<file path="config.mk">
export PLATFORM = sky130hd
export DESIGN_NAME = modbus_pdu_field_parser
export DESIGN_NICKNAME = d
export VERILOG_FILES = /design/src/design/mbpfp_pkg.sv /design/src/design/modbus_pdu_field_parser.sv
export SDC_FILE = /design/constraint.sdc
export NUM_CORES = 1
export LEC_CHECK = 0
export BUFFER_PORTS_ARGS = -buffer_cell sky130_fd_sc_hd__buf_2
export CAP_MARGIN = 20
export CORE_MARGIN = 10
export CORE_UTILIZATION = 60
export CTS_BUF_LIST = sky130_fd_sc_hd__clkbuf_2 sky130_fd_sc_hd__clkbuf_4 sky130_fd_sc_hd__clkbuf_8
export CTS_CLUSTER_DIAMETER = 150
export DETAILED_ROUTE_END_ITERATION = 6
export PLACE_DENSITY = 0.81
export SLEW_MARGIN = 20
export SYNTH_ARGS = -nofsm -noshare
export SYNTH_HDL_FRONTEND = slang
export SYNTH_SLANG_ARGS = --single-unit
export TNS_END_PERCENT = 100
</file>
<file path="constraint.sdc">
create_clock -name aclk -period 3.65 [get_ports aclk]
set_clock_uncertainty 0.05 [all_clocks]
set_input_delay 0.1825 -clock aclk [delete_from_list [all_inputs] [get_ports aclk]]
set_output_delay 0.1825 -clock aclk [all_outputs]
set_load 0.01 [all_outputs]
</file>
<file path="src/design/mbpfp_pkg.sv">
// Shared field kinds, function codes and limits for the Modbus PDU field parser.
package mbpfp_pkg;

    typedef enum logic [3:0] {
        KIND_SLAVE      = 4'd0,
        KIND_FUNC       = 4'd1,
        KIND_EXCEPTION  = 4'd2,
        KIND_ADDRESS    = 4'd3,
        KIND_QUANTITY   = 4'd4,
        KIND_BYTE_COUNT = 4'd5,
        KIND_SINGLE_REG = 4'd6,
        KIND_SINGLE_COIL = 4'd7,
        KIND_REG_VALUE  = 4'd8,
        KIND_BIT        = 4'd9
    } field_kind_t;

    localparam logic [7:0] FC_READ_COILS      = 8'd1;
    localparam logic [7:0] FC_READ_DISCRETE   = 8'd2;
    localparam logic [7:0] FC_READ_INPUT_REGS = 8'd4;
    localparam logic [7:0] FC_WRITE_COIL      = 8'd5;
    localparam logic [7:0] FC_WRITE_REG       = 8'd6;
    localparam logic [7:0] FC_WRITE_COILS     = 8'd15;
    localparam logic [7:0] FC_WRITE_REGS      = 8'd16;
    localparam logic [7:0] FC_EXCEPTION_BASE  = 8'h80;

    localparam logic [15:0] COIL_ON_WORD  = 16'hFF00;
    localparam logic [15:0] COIL_OFF_WORD = 16'h0000;
    localparam logic [15:0] COIL_ON       = 16'd1;
    localparam logic [15:0] COIL_OFF      = 16'd0;
    localparam logic [15:0] COIL_INVALID  = 16'd2;

    localparam logic [8:0] POS_MAX = 9'd511;

endpackage

</file>
<file path="src/design/modbus_pdu_field_parser.sv">
// Modbus PDU field parser: turns a stream of frame bytes into typed field requests.
// The first result of a byte appears in the cycle after the byte is accepted.
// A coil or discrete-input data byte gives eight bit results.
// Every other byte gives at most one result; bytes go in one per cycle unless stalled.
// A new byte is accepted while the last result of the previous one is being taken.
// Synchronous active-low reset clears the frame state and drops any pending result.
module modbus_pdu_field_parser
    import mbpfp_pkg::*;
(
    input  logic        aclk,
    input  logic        aresetn,
    input  logic        s_tvalid,
    output logic        s_tready,
    input  logic [7:0]  s_tdata,  // data_byte [7:0]
    input  logic        s_tuser,  // frame_start
    output logic        m_tvalid,
    input  logic        m_tready,
    output logic [31:0] m_tdata,  // field_value [15:0], item_index [26:16], zero [31:27]
    output logic [3:0]  m_tuser,  // field_kind [3:0]
    output logic        m_tlast   // last_of_run
);

    logic [8:0]  pos_reg, pos_next, pos;
    logic [7:0]  fc_reg, fc_next;
    logic [7:0]  held_reg, held_next;
    logic [7:0]  left_reg, left_next;
    logic [10:0] vc_reg, vc_next;

    logic        run_valid_reg;
    logic        run_bits_reg;
    field_kind_t run_kind_reg;
    logic [15:0] run_value_reg;
    logic [10:0] run_index_reg;
    logic [2:0]  run_sub_reg;

    logic        emit_one, emit_bits, data_phase;
    field_kind_t e_kind;
    logic [15:0] e_value, word;
    logic [10:0] e_index;
    logic        accept, out_take;

    always_comb begin
        pos        = s_tuser ? 9'd0 : pos_reg;
        fc_next    = fc_reg;
        held_next  = held_reg;
        left_next  = left_reg;
        vc_next    = vc_reg;
        emit_one   = 1'b0;
        emit_bits  = 1'b0;
        data_phase = 1'b0;
        e_kind     = KIND_SLAVE;
        e_value    = {8'd0, s_tdata};
        e_index    = 11'd0;
        word       = {held_reg, s_tdata};

        if (pos == 9'd0) begin
            fc_next   = 8'd0;
            held_next = 8'd0;
            left_next = 8'd0;
            vc_next   = 11'd0;
            emit_one  = 1'b1;
            e_kind    = KIND_SLAVE;
        end else if (pos == 9'd1) begin
            fc_next  = s_tdata;
            emit_one = 1'b1;
            e_kind   = KIND_FUNC;
        end else if (fc_reg > FC_EXCEPTION_BASE) begin
            if (pos == 9'd2) begin
                emit_one = 1'b1;
                e_kind   = KIND_EXCEPTION;
            end
        end else if (fc_reg inside {[FC_READ_COILS:FC_READ_INPUT_REGS]}) begin
            if (pos == 9'd2) begin
                left_next = s_tdata;
                vc_next   = 11'd0;
                emit_one  = 1'b1;
                e_kind    = KIND_BYTE_COUNT;
            end else begin
                data_phase = 1'b1;
            end
        end else begin
            if (pos == 9'd2 || pos == 9'd4) begin
                held_next = s_tdata;
            end else if (pos == 9'd3) begin
                emit_one = 1'b1;
                e_kind   = KIND_ADDRESS;
                e_value  = word;
            end else if (pos == 9'd5) begin
                emit_one = 1'b1;
                if (fc_reg == FC_WRITE_COIL) begin
                    e_kind = KIND_SINGLE_COIL;
                    if (word == COIL_ON_WORD) begin
                        e_value = COIL_ON;
                    end else if (word == COIL_OFF_WORD) begin
                        e_value = COIL_OFF;
                    end else begin
                        e_value = COIL_INVALID;
                    end
                end else if (fc_reg == FC_WRITE_REG) begin
                    e_kind  = KIND_SINGLE_REG;
                    e_value = word;
                end else begin
                    e_kind  = KIND_QUANTITY;
                    e_value = word;
                end
            end else if (fc_reg == FC_WRITE_COILS || fc_reg == FC_WRITE_REGS) begin
                if (pos == 9'd6) begin
                    left_next = s_tdata;
                    vc_next   = 11'd0;
                    emit_one  = 1'b1;
                    e_kind    = KIND_BYTE_COUNT;
                end else begin
                    data_phase = 1'b1;
                end
            end
        end

        if (data_phase && left_reg != 8'd0) begin
            left_next = left_reg - 8'd1;
            if (fc_reg == FC_READ_COILS || fc_reg == FC_READ_DISCRETE ||
                fc_reg == FC_WRITE_COILS) begin
                emit_bits = 1'b1;
                e_kind    = KIND_BIT;
                e_index   = vc_reg;
                vc_next   = vc_reg + 11'd8;
            end else if (pos[0]) begin
                held_next = s_tdata;
            end else begin
                emit_one = 1'b1;
                e_kind   = KIND_REG_VALUE;
                e_value  = word;
                e_index  = vc_reg;
                vc_next  = vc_reg + 11'd1;
            end
        end

        pos_next = (pos < POS_MAX) ? pos + 9'd1 : POS_MAX;
    end

    assign m_tvalid = run_valid_reg;
    assign m_tuser  = run_kind_reg;
    assign m_tlast  = !run_bits_reg || run_sub_reg == 3'd7;
    assign m_tdata  = {5'd0, run_index_reg + {8'd0, run_sub_reg},
                       run_bits_reg ? {15'd0, run_value_reg[run_sub_reg]} : run_value_reg};

    assign out_take = m_tvalid && m_tready;
    assign s_tready = !run_valid_reg || (m_tready && m_tlast);
    assign accept   = s_tvalid && s_tready;

    always_ff @(posedge aclk) begin
        if (!aresetn) begin
            pos_reg       <= 9'd0;
            fc_reg        <= 8'd0;
            held_reg      <= 8'd0;
            left_reg      <= 8'd0;
            vc_reg        <= 11'd0;
            run_valid_reg <= 1'b0;
            run_bits_reg  <= 1'b0;
            run_sub_reg   <= 3'd0;
        end else begin
            if (accept && (emit_one || emit_bits)) begin
                run_valid_reg <= 1'b1;
                run_bits_reg  <= emit_bits;
                run_sub_reg   <= 3'd0;
            end else if (out_take) begin
                if (m_tlast) begin
                    run_valid_reg <= 1'b0;
                end else begin
                    run_sub_reg <= run_sub_reg + 3'd1;
                end
            end
            if (accept) begin
                pos_reg  <= pos_next;
                fc_reg   <= fc_next;
                held_reg <= held_next;
                left_reg <= left_next;
                vc_reg   <= vc_next;
            end
        end
    end

    always_ff @(posedge aclk) begin
        if (accept && (emit_one || emit_bits)) begin
            run_kind_reg  <= e_kind;
            run_value_reg <= e_value;
            run_index_reg <= e_index;
        end
    end

    a_sub_only_bits: assert property (@(posedge aclk) disable iff (!aresetn)
        run_valid_reg && !run_bits_reg |-> run_sub_reg == 3'd0)
        else $error("sub-counter moved outside a bit run");

    a_ready_when_empty: assert property (@(posedge aclk) disable iff (!aresetn)
        !run_valid_reg |-> s_tready)
        else $error("input stalled with no pending result");

    a_run_continues: assert property (@(posedge aclk) disable iff (!aresetn)
        m_tvalid && m_tready && !m_tlast |=> m_tvalid && run_bits_reg)
        else $error("bit run ended early");

    a_pos_advances: assert property (@(posedge aclk) disable iff (!aresetn)
        s_tvalid && s_tready |=> pos_reg != 9'd0)
        else $error("byte position did not advance");

endmodule
</file>
* Yosys cells after proc, flatten, opt, wreduce, memory -nomap -nowiden
Index checks and enable logic that the tools add are counted.
Word-level totals: flip-flop bits (word level) 80, input bits 13, output and inout port bits 39, word-level logic and storage cells 170
Cells by class: add/subtract/negate cells 6, magnitude comparators 5, eq/ne operators 20, muxes and demuxes 98, bitwise logic cells 2, reduce and logical (&&, ||, !) cells 28
Operators with widths (count):
- 16-bit two-way mux | 12
- 8-bit two-way mux | 21
- 11-bit two-way mux | 15
- 4-bit two-way mux | 10
- 1-bit two-way mux | 29
- 9-bit by 3-bit == test with 1-bit output, second input constant | 3
- 9-bit by 2-bit == test with 1-bit output, second input constant | 2
- 9-bit two-way mux | 2
- 16-bit == test, second input constant | 1
- 8-bit by 3-bit == test with 1-bit output, second input constant | 2
- 16-bit zero test | 1
- 4-bit by 3-bit inequality test with 1-bit output, second input constant | 3
- 11-bit by 1-bit adder with 11-bit output, second input constant | 1
- 11-bit by 3-bit adder with 11-bit output | 1
- 11-bit by 4-bit adder with 11-bit output, second input constant | 1
- 2-bit two-way mux | 5
- 9-bit by 1-bit adder with 9-bit output, second input constant | 1
- 9-bit by 1-bit == test with 1-bit output, second input constant | 1
- 9-bit zero test | 1
- 9-bit < comparator, second input constant | 1
- 3-bit two-way mux | 3
- 9-bit AND reduction | 1
- 8-bit by 1-bit == test with 1-bit output, second input constant | 1
- 8-bit by 2-bit == test with 1-bit output, second input constant | 1
- 21 further kinds | 40

* Longest topological paths before layout
Gate-level depths: netlist (run 1).
depth after elaboration 18, depth in mapped cells 10, mapped depth without buffers 8

* Worst setup path before layout (run 1)
OpenSTA, ideal clock, no wires.
kind register -> register, from register fc_reg[1], to register run_kind_reg[0] (netlist: m_tuser[0]) (enable), library setup time 388 ps, arrival 2808 ps, required time 3212 ps, slack 404 ps, cell stages (with the launch flop) 9, path buffers 2, period minus slack after synthesis 3246 ps, cells stage by stage dfxtp_1 buf_6 or4_4 o41a_4 a31oi_1 buf_2 nand3_1 a31o_2 inv_1
On the way: longest elaborated chain between the ends 15, elaborated cells between the ends (all ways) 35, classes of those cells order compare: 3; eq/ne: 4; mux: 21; reduce/logical: 7
Ends and longest elaborated chain:
- start: declaration | line modbus_pdu_field_parser.sv:24 | logic [7:0] fc_reg, fc_next;
- start signal: assignment | line modbus_pdu_field_parser.sv:174 | fc_reg <= fc_next;
- 8-bit by 4-bit == test with 1-bit output or 8-bit by 5-bit == test with 1-bit output (tied branches) | line modbus_pdu_field_parser.sv:106, modbus_pdu_field_parser.sv:121
- 1-bit logical OR | line modbus_pdu_field_parser.sv:106 | end else if (fc_reg == FC_WRITE_COILS || fc_reg == FC_WRITE_REGS) begin
- 1-bit two-way mux | line modbus_pdu_field_parser.sv:106
- 1-bit two-way mux | line modbus_pdu_field_parser.sv:88 | end else if (pos == 9'd5) begin
- 1-bit two-way mux | line modbus_pdu_field_parser.sv:84 | end else if (pos == 9'd3) begin
- 1-bit two-way mux | line modbus_pdu_field_parser.sv:82 | if (pos == 9'd2 || pos == 9'd4) begin
- 1-bit two-way mux | line modbus_pdu_field_parser.sv:72 | end else if (fc_reg inside {[FC_READ_COILS:FC_READ_INPUT_REGS]}) begin
- 1-bit two-way mux | line modbus_pdu_field_parser.sv:67 | end else if (fc_reg > FC_EXCEPTION_BASE) begin
- 1-bit two-way mux | line modbus_pdu_field_parser.sv:63 | end else if (pos == 9'd1) begin
- 1-bit two-way mux | line modbus_pdu_field_parser.sv:56 | if (pos == 9'd0) begin
- 1-bit two-way mux | line modbus_pdu_field_parser.sv:126 | end else if (pos[0]) begin
- 1-bit two-way mux | line modbus_pdu_field_parser.sv:120 | if (fc_reg == FC_READ_COILS || fc_reg == FC_READ_DISCRETE ||
- 1-bit two-way mux | line modbus_pdu_field_parser.sv:118 | if (data_phase && left_reg != 8'd0) begin
- 1-bit logical OR * | line modbus_pdu_field_parser.sv:183 | if (accept && (emit_one || emit_bits)) begin
- 1-bit logical AND * | line modbus_pdu_field_parser.sv:183
- end signal: assignment | line modbus_pdu_field_parser.sv:184 | run_kind_reg <= e_kind;
- end: declaration | line modbus_pdu_field_parser.sv:31 | field_kind_t run_kind_reg;
Mark *: on every way between the ends. The rest lies on a longest branch, timed or not. A chain may end at the register's enable or synchronous reset.

* Worst setup path after layout (run 1)
from register fc_reg[1], to register left_reg[7]
On the way: longest elaborated chain between the ends 13, elaborated cells between the ends (all ways) 30, classes of those cells order compare: 3; eq/ne: 8; mux: 13; reduce/logical: 6
Ends and longest elaborated chain:
- 8-bit by 4-bit == test with 1-bit output or 8-bit by 5-bit == test with 1-bit output (tied branches) | line modbus_pdu_field_parser.sv:106
- 1-bit logical OR | line modbus_pdu_field_parser.sv:106
- 1-bit two-way mux | line modbus_pdu_field_parser.sv:106
- 1-bit two-way mux | line modbus_pdu_field_parser.sv:88
- 1-bit two-way mux | line modbus_pdu_field_parser.sv:84
- 1-bit two-way mux | line modbus_pdu_field_parser.sv:82
- 1-bit two-way mux | line modbus_pdu_field_parser.sv:72
- 1-bit two-way mux | line modbus_pdu_field_parser.sv:67
- 1-bit two-way mux | line modbus_pdu_field_parser.sv:63
- 1-bit two-way mux | line modbus_pdu_field_parser.sv:56
- 1-bit logical AND | line modbus_pdu_field_parser.sv:118
- 4-bit by 2-bit inequality test with 1-bit output (no line), or another cell as far along
- 9-bit AND reduction (no line)
- end signal: assignment | line modbus_pdu_field_parser.sv:176 | left_reg <= left_next;
- end: declaration | line modbus_pdu_field_parser.sv:26 | logic [7:0] left_reg, left_next;
Parallel ways exist; a longest one is shown, timed or not. The select of a mux whose other input is x is not followed.

==> metrics, run 1 <==
CTS resizes=0; pin count of the biggest net entering global routing=28; Slew HR=0.4165; fin crit period=2.918 ns; Ys Warns=0; post-synthesis xor/xnor area fraction=0.02167; Congestion Overflow GR=0; Final Max Tran Viols=0; Hold Path Class=primary input to register; largest family of logic cells by synthesized area=simple AND/OR/NAND/NOR gates; All-Layer GR Usage=0.2216; Post-synth EDFFs=31; # IOs=52; vias in the first global route=4167; post-synthesis compound-gate area fraction=0.2157; die height=109.9 µm; Placed Instances=667; first-pass GRT wire length=21330 µm; Initial Util=0.6212; GPL Wtd Cong=0.9860; status=complete, no violations; core area=7807 µm²; initial DRC count=403; Synth top area share=0.2023; Post-Syn Area=4850 µm²; drt pass-1 iters=6; RSZ-0062 raised after global routing=false; routed len/inst=18.83 µm; htree depth=3; Max Cap Viol=0; clock slew at reported path FFs=0.10 ns; Mapped Cells=536; P_leak=2.079 nW; Critical Path AT=3.15 ns; power density over cell area=394.0 nW/µm²; Detail Placement HPWL=9577 µm; Layout Nets=599; fraction of registers with async set/reset=0; final WL=12860 µm; CTS sink cnt=80; fin cells=683; Chip Width=109.9 µm; Yosys reg bits=80; post-route setup TNS=0 ns; Critical Path RT=3.88 ns; Yosys top cell by area=dfxtp_1; Startpoint Class=register; Synth area leaders=dfxtp_1 (20%), edfxtp_1 (19%), nand2_1 (3.8%), a21oi_1 (3.4%), nor2b_1 (3.2%); Top FF cell, synth=dfxtp_1; CTS tree=done; Tcrit/Tclk final=0.7995; Setup Viol. Count Final=0; simple-gate share of the synthesized area=0.2497; Hold-fix buffers, CTS=0; cell row count=32; ant diodes=0; # port buffers=46; max reg flops=16; Placed Area=5141 µm²; Final Cell Area=5335 µm²; vias per cell=6.334; CTS root buffer=clkbuf_8; Unique masters post-synth=77; FMAX=342.7 MHz; clock latency on the worst-skew pair=0.37 ns; area grow syn2layout=10.01%; drc violations=0; WHS=0.03271 ns; Synth top cells by count=dfxtp_1 (49), nand2_1 (49), nor2_1 (38); crit path capture type=register; Syn Area/Cell=9.048 µm²; setup bufs post-CTS=0; post-synthesis mux area share=0.03818; crit-path max FO=12; adder-cell area share of the yosys netlist=0.02735; die area=12080 µm²; Peak VDD IR=0.2308 mV; Final Hold Viols=0; Least-Margin Pin Slew=0.8742 ns; pre-CTS setup slack=0.7808 ns; register area share after synthesis=0.3942; kind of critical path=register to register; Final Worst Setup Slack=0.7320 ns; layout cell share with drive strength beyond 1=0.1910; Vias=4326; TritonCTS buffer count=9; initial antenna violation count=0; Clock Tree Buf Depth=2; Post-DRT Antenna Nets=0
[metrics by stage]
step / total power, mW / utilization
CTS: 2.099 / 0.6833
floorplan: 1.339 / -
finish: 2.102 / 0.6833
global placement: 1.452 / 0.6585
global route: 2.189 / 0.6833
detailed placement: 1.460 / 0.6585
[cell families after synthesis]
kind of cell	count (synthesis)
muxes	15
and+or+nand+nor	221
other	1
adders and majority gates	10
buffers and inverters	55
xor gates and xnor gates	12
DFF	80
AOI/OAI and AO/OA	142
[placed cells by master (no fill, tap or decap), types with 3 or more instances in the layout]
| master | instances |
|---|---|
| a21oi_1 | 33 |
| a22o_1 | 8 |
| a31o_2 | 3 |
| a31oi_1 | 15 |
| and2_1 | 21 |
| and3_1 | 10 |
| buf_2 | 46 |
| buf_4 | 12 |
| clkbuf_8 | 9 |
| conb_1 | 5 |
| dfxtp_1 | 49 |
| edfxtp_1 | 31 |
| ha_1 | 9 |
| inv_1 | 21 |
| mux2_2 | 4 |
| mux2i_1 | 8 |
| nand2_1 | 49 |
| nand3_1 | 13 |
| nand4_1 | 11 |
| nor2_1 | 38 |
| nor2b_1 | 25 |
| nor3_1 | 15 |
| nor4_1 | 11 |
| nor4_4 | 3 |
| o211ai_1 | 3 |
| o21a_1 | 4 |
| o21ai_0 | 26 |
| o31ai_1 | 3 |
| o32ai_1 | 7 |
| or2_2 | 8 |
| or4_1 | 4 |
| xnor2_1 | 7 |
| xor2_1 | 5 |
[worst max-delay path, stage by stage (launching register included)]
cell and delay [ns]:
dfxtp_1 0.39, or4_4 0.57, o41a_4 0.41, a31o_4 0.29, nor3_2 0.35, buf_4 0.22, mux2_2 0.33, o32ai_1 0.21
[power by group]
group | switching, mW | internal (mW)
Sequential | 0.0382 | 0.978
Clock | 0.336 | 0.316
Combinational | 0.281 | 0.153
Total | 0.655 | 1.45
[metal layers]
metal,vias to the layer above,track usage,wire (µm)
li1,2062,-,-
met4,0,0.09015,377
met5,-,0,0
met1,2043,0.2839,5417
met3,36,0.04798,1009
met2,185,0.3548,6057
[worst paths after layout]
path / from / cells past startpoint / end / slack, ns
setup / recovery: fc_reg[1] / 7 / left_reg[7] / 0.73
hold / removal: s_tdata[5] / 2 / held_reg[5] / 0.03
setup reg to reg: fc_reg[1] / 7 / left_reg[7] / 0.73
hold reg to reg: left_reg[3] / 2 / left_reg[3] / 0.43
[final cells by class]
cell class / count / area (µm²)
clock buffers: 9 / 123.9
well taps: 102 / 127.6
flip-flops and latches: 80 / 1912
clock inverters: 7 / 70.07
inverters: 22 / 82.58
fillers: 624 / 2472
multi-input cells: 405 / 2699
repair buffers: 58 / 320.3
Note: power is estimated with default switching activity, not from simulation.
==> run 2, diff against run 1 <==
--- a/config.mk
+++ b/config.mk
@@ -5,6 +5,7 @@
 export SDC_FILE = /design/constraint.sdc
 export NUM_CORES = 1
 export LEC_CHECK = 0
+export ABC_AREA = 1
 export BUFFER_PORTS_ARGS = -buffer_cell sky130_fd_sc_hd__buf_2
 export CAP_MARGIN = 20
 export CORE_MARGIN = 10
==> constraint.sdc (replaced) <==
create_clock -name aclk -period 3 [get_ports aclk]
set_clock_uncertainty 0.05 [all_clocks]
set_input_delay 0.15 -clock aclk [delete_from_list [all_inputs] [get_ports aclk]]
set_output_delay 0.15 -clock aclk [all_outputs]
set_load 0.01 [all_outputs]
==> run 2 against run 1 <==
  * Synthesized area up 3.5%
  * Die area up 2.9%
  * Sequential power up 34%
  * Sequential cell count unchanged
  * Power up 58%
  * Largest power group unchanged
  * Via count up 8.4%
  * Largest cell class unchanged
  * Synthesized cell count up 35%
  * Worst setup slack worse by 0.41 ns
  * Routed wire length down 8.4%
  * First-iteration DRC count down 19%
  * Register-to-register slack worse by 0.22 ns
  * Non-clock buffer count down 7
==> metrics, run 2 <==
status=complete, no violations; cell row count=33 (+3.1%); die height=111.5 µm (+1.4%); drc violations=0 (unchanged); Post-DRT Antenna Nets=0 (unchanged); GPL Wtd Cong=0.9523 (-3.4%); CP startpoint=run_sub_reg[0]; vias per cell=5.365 (-15%); register area=1912 µm² (unchanged); Mapped Cells=722 (+35%); Startpoint Class=register; commonest non-fill, non-tap cells in the layout=nand2_1 (159), nor2_1 (114), inv_1 (95); hold depth=3 (+1); Final Max Tran Viols=0 (unchanged); routed len/inst=13.47 µm (-28%); area of the multi-input gates=2597 µm² (-3.8%); Post-Syn Area=5020 µm² (+3.5%); crit-path max FO=8 (-4); max reg flops=16 (unchanged); setup bufs post-CTS=0 (unchanged); Critical Path RT=2.80 ns (-1.08 ns); most common cell after layout, fill and taps aside=nand2_1; fin crit period=2.676 ns; # IOs=52 (unchanged); Detail Placement HPWL=9016 µm (-5.9%); Hold Path Class=primary input to register; final WL=11780 µm (-8.4%); crit path capture type=output port; area grow syn2layout=10.02% (about the same); Reg2Reg Depth=14 (+7); Critical R2R Launch=fc_reg[2]; post-route setup TNS=0 ns (unchanged); pin count of the biggest net entering global routing=29 (+3.6%); sink of the worst hold path=fc_reg[3]; fin cells=874 (+28%); first-pass GRT wire length=19720 µm (-7.6%); TritonCTS buffer count=9 (unchanged); CP max-delay cell=dfxtp_1; Placed Instances=858 (+29%); FMAX=373.7 MHz; Clock Tree Buf Depth=2 (unchanged); filler cell count=716 (+15%); fraction of registers with async set/reset=0 (unchanged); kind of critical path=register to output port; CTS sink cnt=80 (unchanged); Syn Area/Cell=6.953 µm² (-23%); Top FF cell, synth=dfxtp_1; most common cell in the netlist=nand2_1; All-Layer GR Usage=0.1829 (-0.03868); Setup Viol. Count Final=0 (unchanged); Synth top cells by count=nand2_1 (159), nor2_1 (114), inv_1 (95); layout cell share with drive strength beyond 1=0.1404 (-0.05061); clock latency on the worst-skew pair=0.35 ns (-0.02 ns); Reg-to-Reg End=run_value_reg[1]; CP top delay family=adder cells; Tcrit/Tclk final=0.8919; power density over cell area=603.2 nW/µm² (+53%); CTS root buffer=clkbuf_8; RSZ-0062 raised after global routing=false; r2r setup slk=0.51 ns (-0.22 ns); htree depth=3 (unchanged); P_leak=2.518 nW (+21%); Max Cap Viol=0 (unchanged); Congestion Overflow GR=0 (unchanged); Initial Util=0.6140 (-0.007135); CP cell instances=ha_1 > inv_1 > fa_1 > o21ai_0 > nand3_1 > nor2_1 > nand4_1 > xnor2_1 > buf_2; Yosys reg bits=80 (unchanged); Post-synth EDFFs=31 (unchanged); Chip Width=111.5 µm (+1.4%); hold_sp=s_tdata[3]; ant diodes=0 (unchanged); # port buffers=46 (unchanged); Synth top area share=0.1954 (-0.006857); core area=8175 µm² (+4.7%); vias in the first global route=4212 (+1.1%); Yosys top cell by area=dfxtp_1; Critical Path AT=2.48 ns (-0.67 ns); CTS resizes=0 (unchanged); initial antenna violation count=0 (unchanged); CP Buf/Inv Count=2 (+1); drt pass-1 iters=5 (-1); die area=12420 µm² (+2.9%); Slew HR=0.4603 (+0.04373); Synth area leaders=dfxtp_1 (20%), edfxtp_1 (19%), nand2_1 (12%), nor2_1 (8.5%), inv_1 (7.1%); Least-Margin Pin Slew=0.8087 ns (-0.06552 ns); Peak VDD IR=0.4340 mV (+88%); Crit. path cell count=9 (+2); CTS tree=done; Final Hold Viols=0 (unchanged); initial DRC count=328 (-19%); Ys Warns=0 (unchanged); Vias=4689 (+8.4%); Layout Nets=787 (+31%); Hold-fix buffers, CTS=0 (unchanged); clock slew at reported path FFs=0.08 ns (-0.02 ns); Unique masters post-synth=44 (-43%); register area share after synthesis=0.3809 (-0.01336); critical path's largest stage delay=0.48 ns (-0.09 ns)
-- run 2: cell count changes after synthesis, moves of 13 or more --
cell	change
nand3_1	+25
inv_1	+74
a21oi_1	+15
a31oi_1	-13
xor2_1	+16
nor2_1	+76
nor2b_1	-25
o21ai_0	+15
and2_1	-21
nand2_1	+110
-- run 2: power breakdown --
part | leakage [nW] | switching, mW | internal (mW) | total (mW)
clock network | 0.110 | 0.391 | 0.488 | 0.879
registers | 0.701 | 0.101 | 1.27 | 1.37
logic | 1.71 | 0.728 | 0.350 | 1.08
total | 2.52 | 1.22 | 2.11 | 3.33
-- run 2: worst max-delay path by stage --
stage | endpoint
after detailed placement | run_value_reg[14]
after CTS | m_tdata[26]
after floorplan | m_tuser[0]
after global placement | run_value_reg[14]
final | m_tdata[26]
after global routing | m_tdata[26]
-- run 2: logic make-up (layout without fill, tap and decap cells) --
logic type	after synthesis	in the layout	share of synthesized area
XOR/XNOR	26	26	0.04536
flip-flops	80	80	0.3809
other	1	5	0.0007470
buffers and inverters	129	172	0.1047
adder cells (fa/ha/maj)	10	10	0.02642
AND/OR/NAND/NOR	356	356	0.3086
AO/OA/AOI/OAI	120	120	0.1333
-- run 2: worst register-to-register path: cells and delay by family (launching register included) --
kind / cells / cell delay, ns
flip-flops: 1 / 0.35
AND/OR/NAND/NOR: 10 / 1.21
AO/OA/AOI/OAI: 1 / 0.13
buffers and inverters: 3 / 0.46
-- run 2: area by class of cell --
cell class	instances	area share
flip-flops and latches	80	0.3462
multi-input cells	517	0.4703
well taps	105	0.02379
clock inverters	5	0.01473
clock buffers	11	0.02515
inverters	105	0.07136
repair buffers	51	0.04848
-- run 2: metrics by stage --
step           total power, mW  instance area, µm²    util  hold WS (ns)  setup slack (ns)
3_5_place_dp             2.468                5303  0.6486        0.4122            0.5592
4_1_cts                  3.338                5523  0.6755       0.08064            0.2976
6_report                 3.332                5523  0.6755       0.08936            0.3243
5_1_grt                  3.554                5523  0.6755       0.09010           0.08131
3_3_place_gp             2.443                5303  0.6486        0.3980            0.7041
2_1_floorplan            2.197                5035       -        0.2998            0.2407
-- run 2: per-layer routing --
metal  global-route usage  vias to the layer above  share of wire
li1                     -                     2395              -
met1               0.2420                     2113           0.45
met2               0.2903                      165           0.46
met3              0.04240                       16          0.077
met4              0.05570                        0          0.013
met5                    0                        -              0
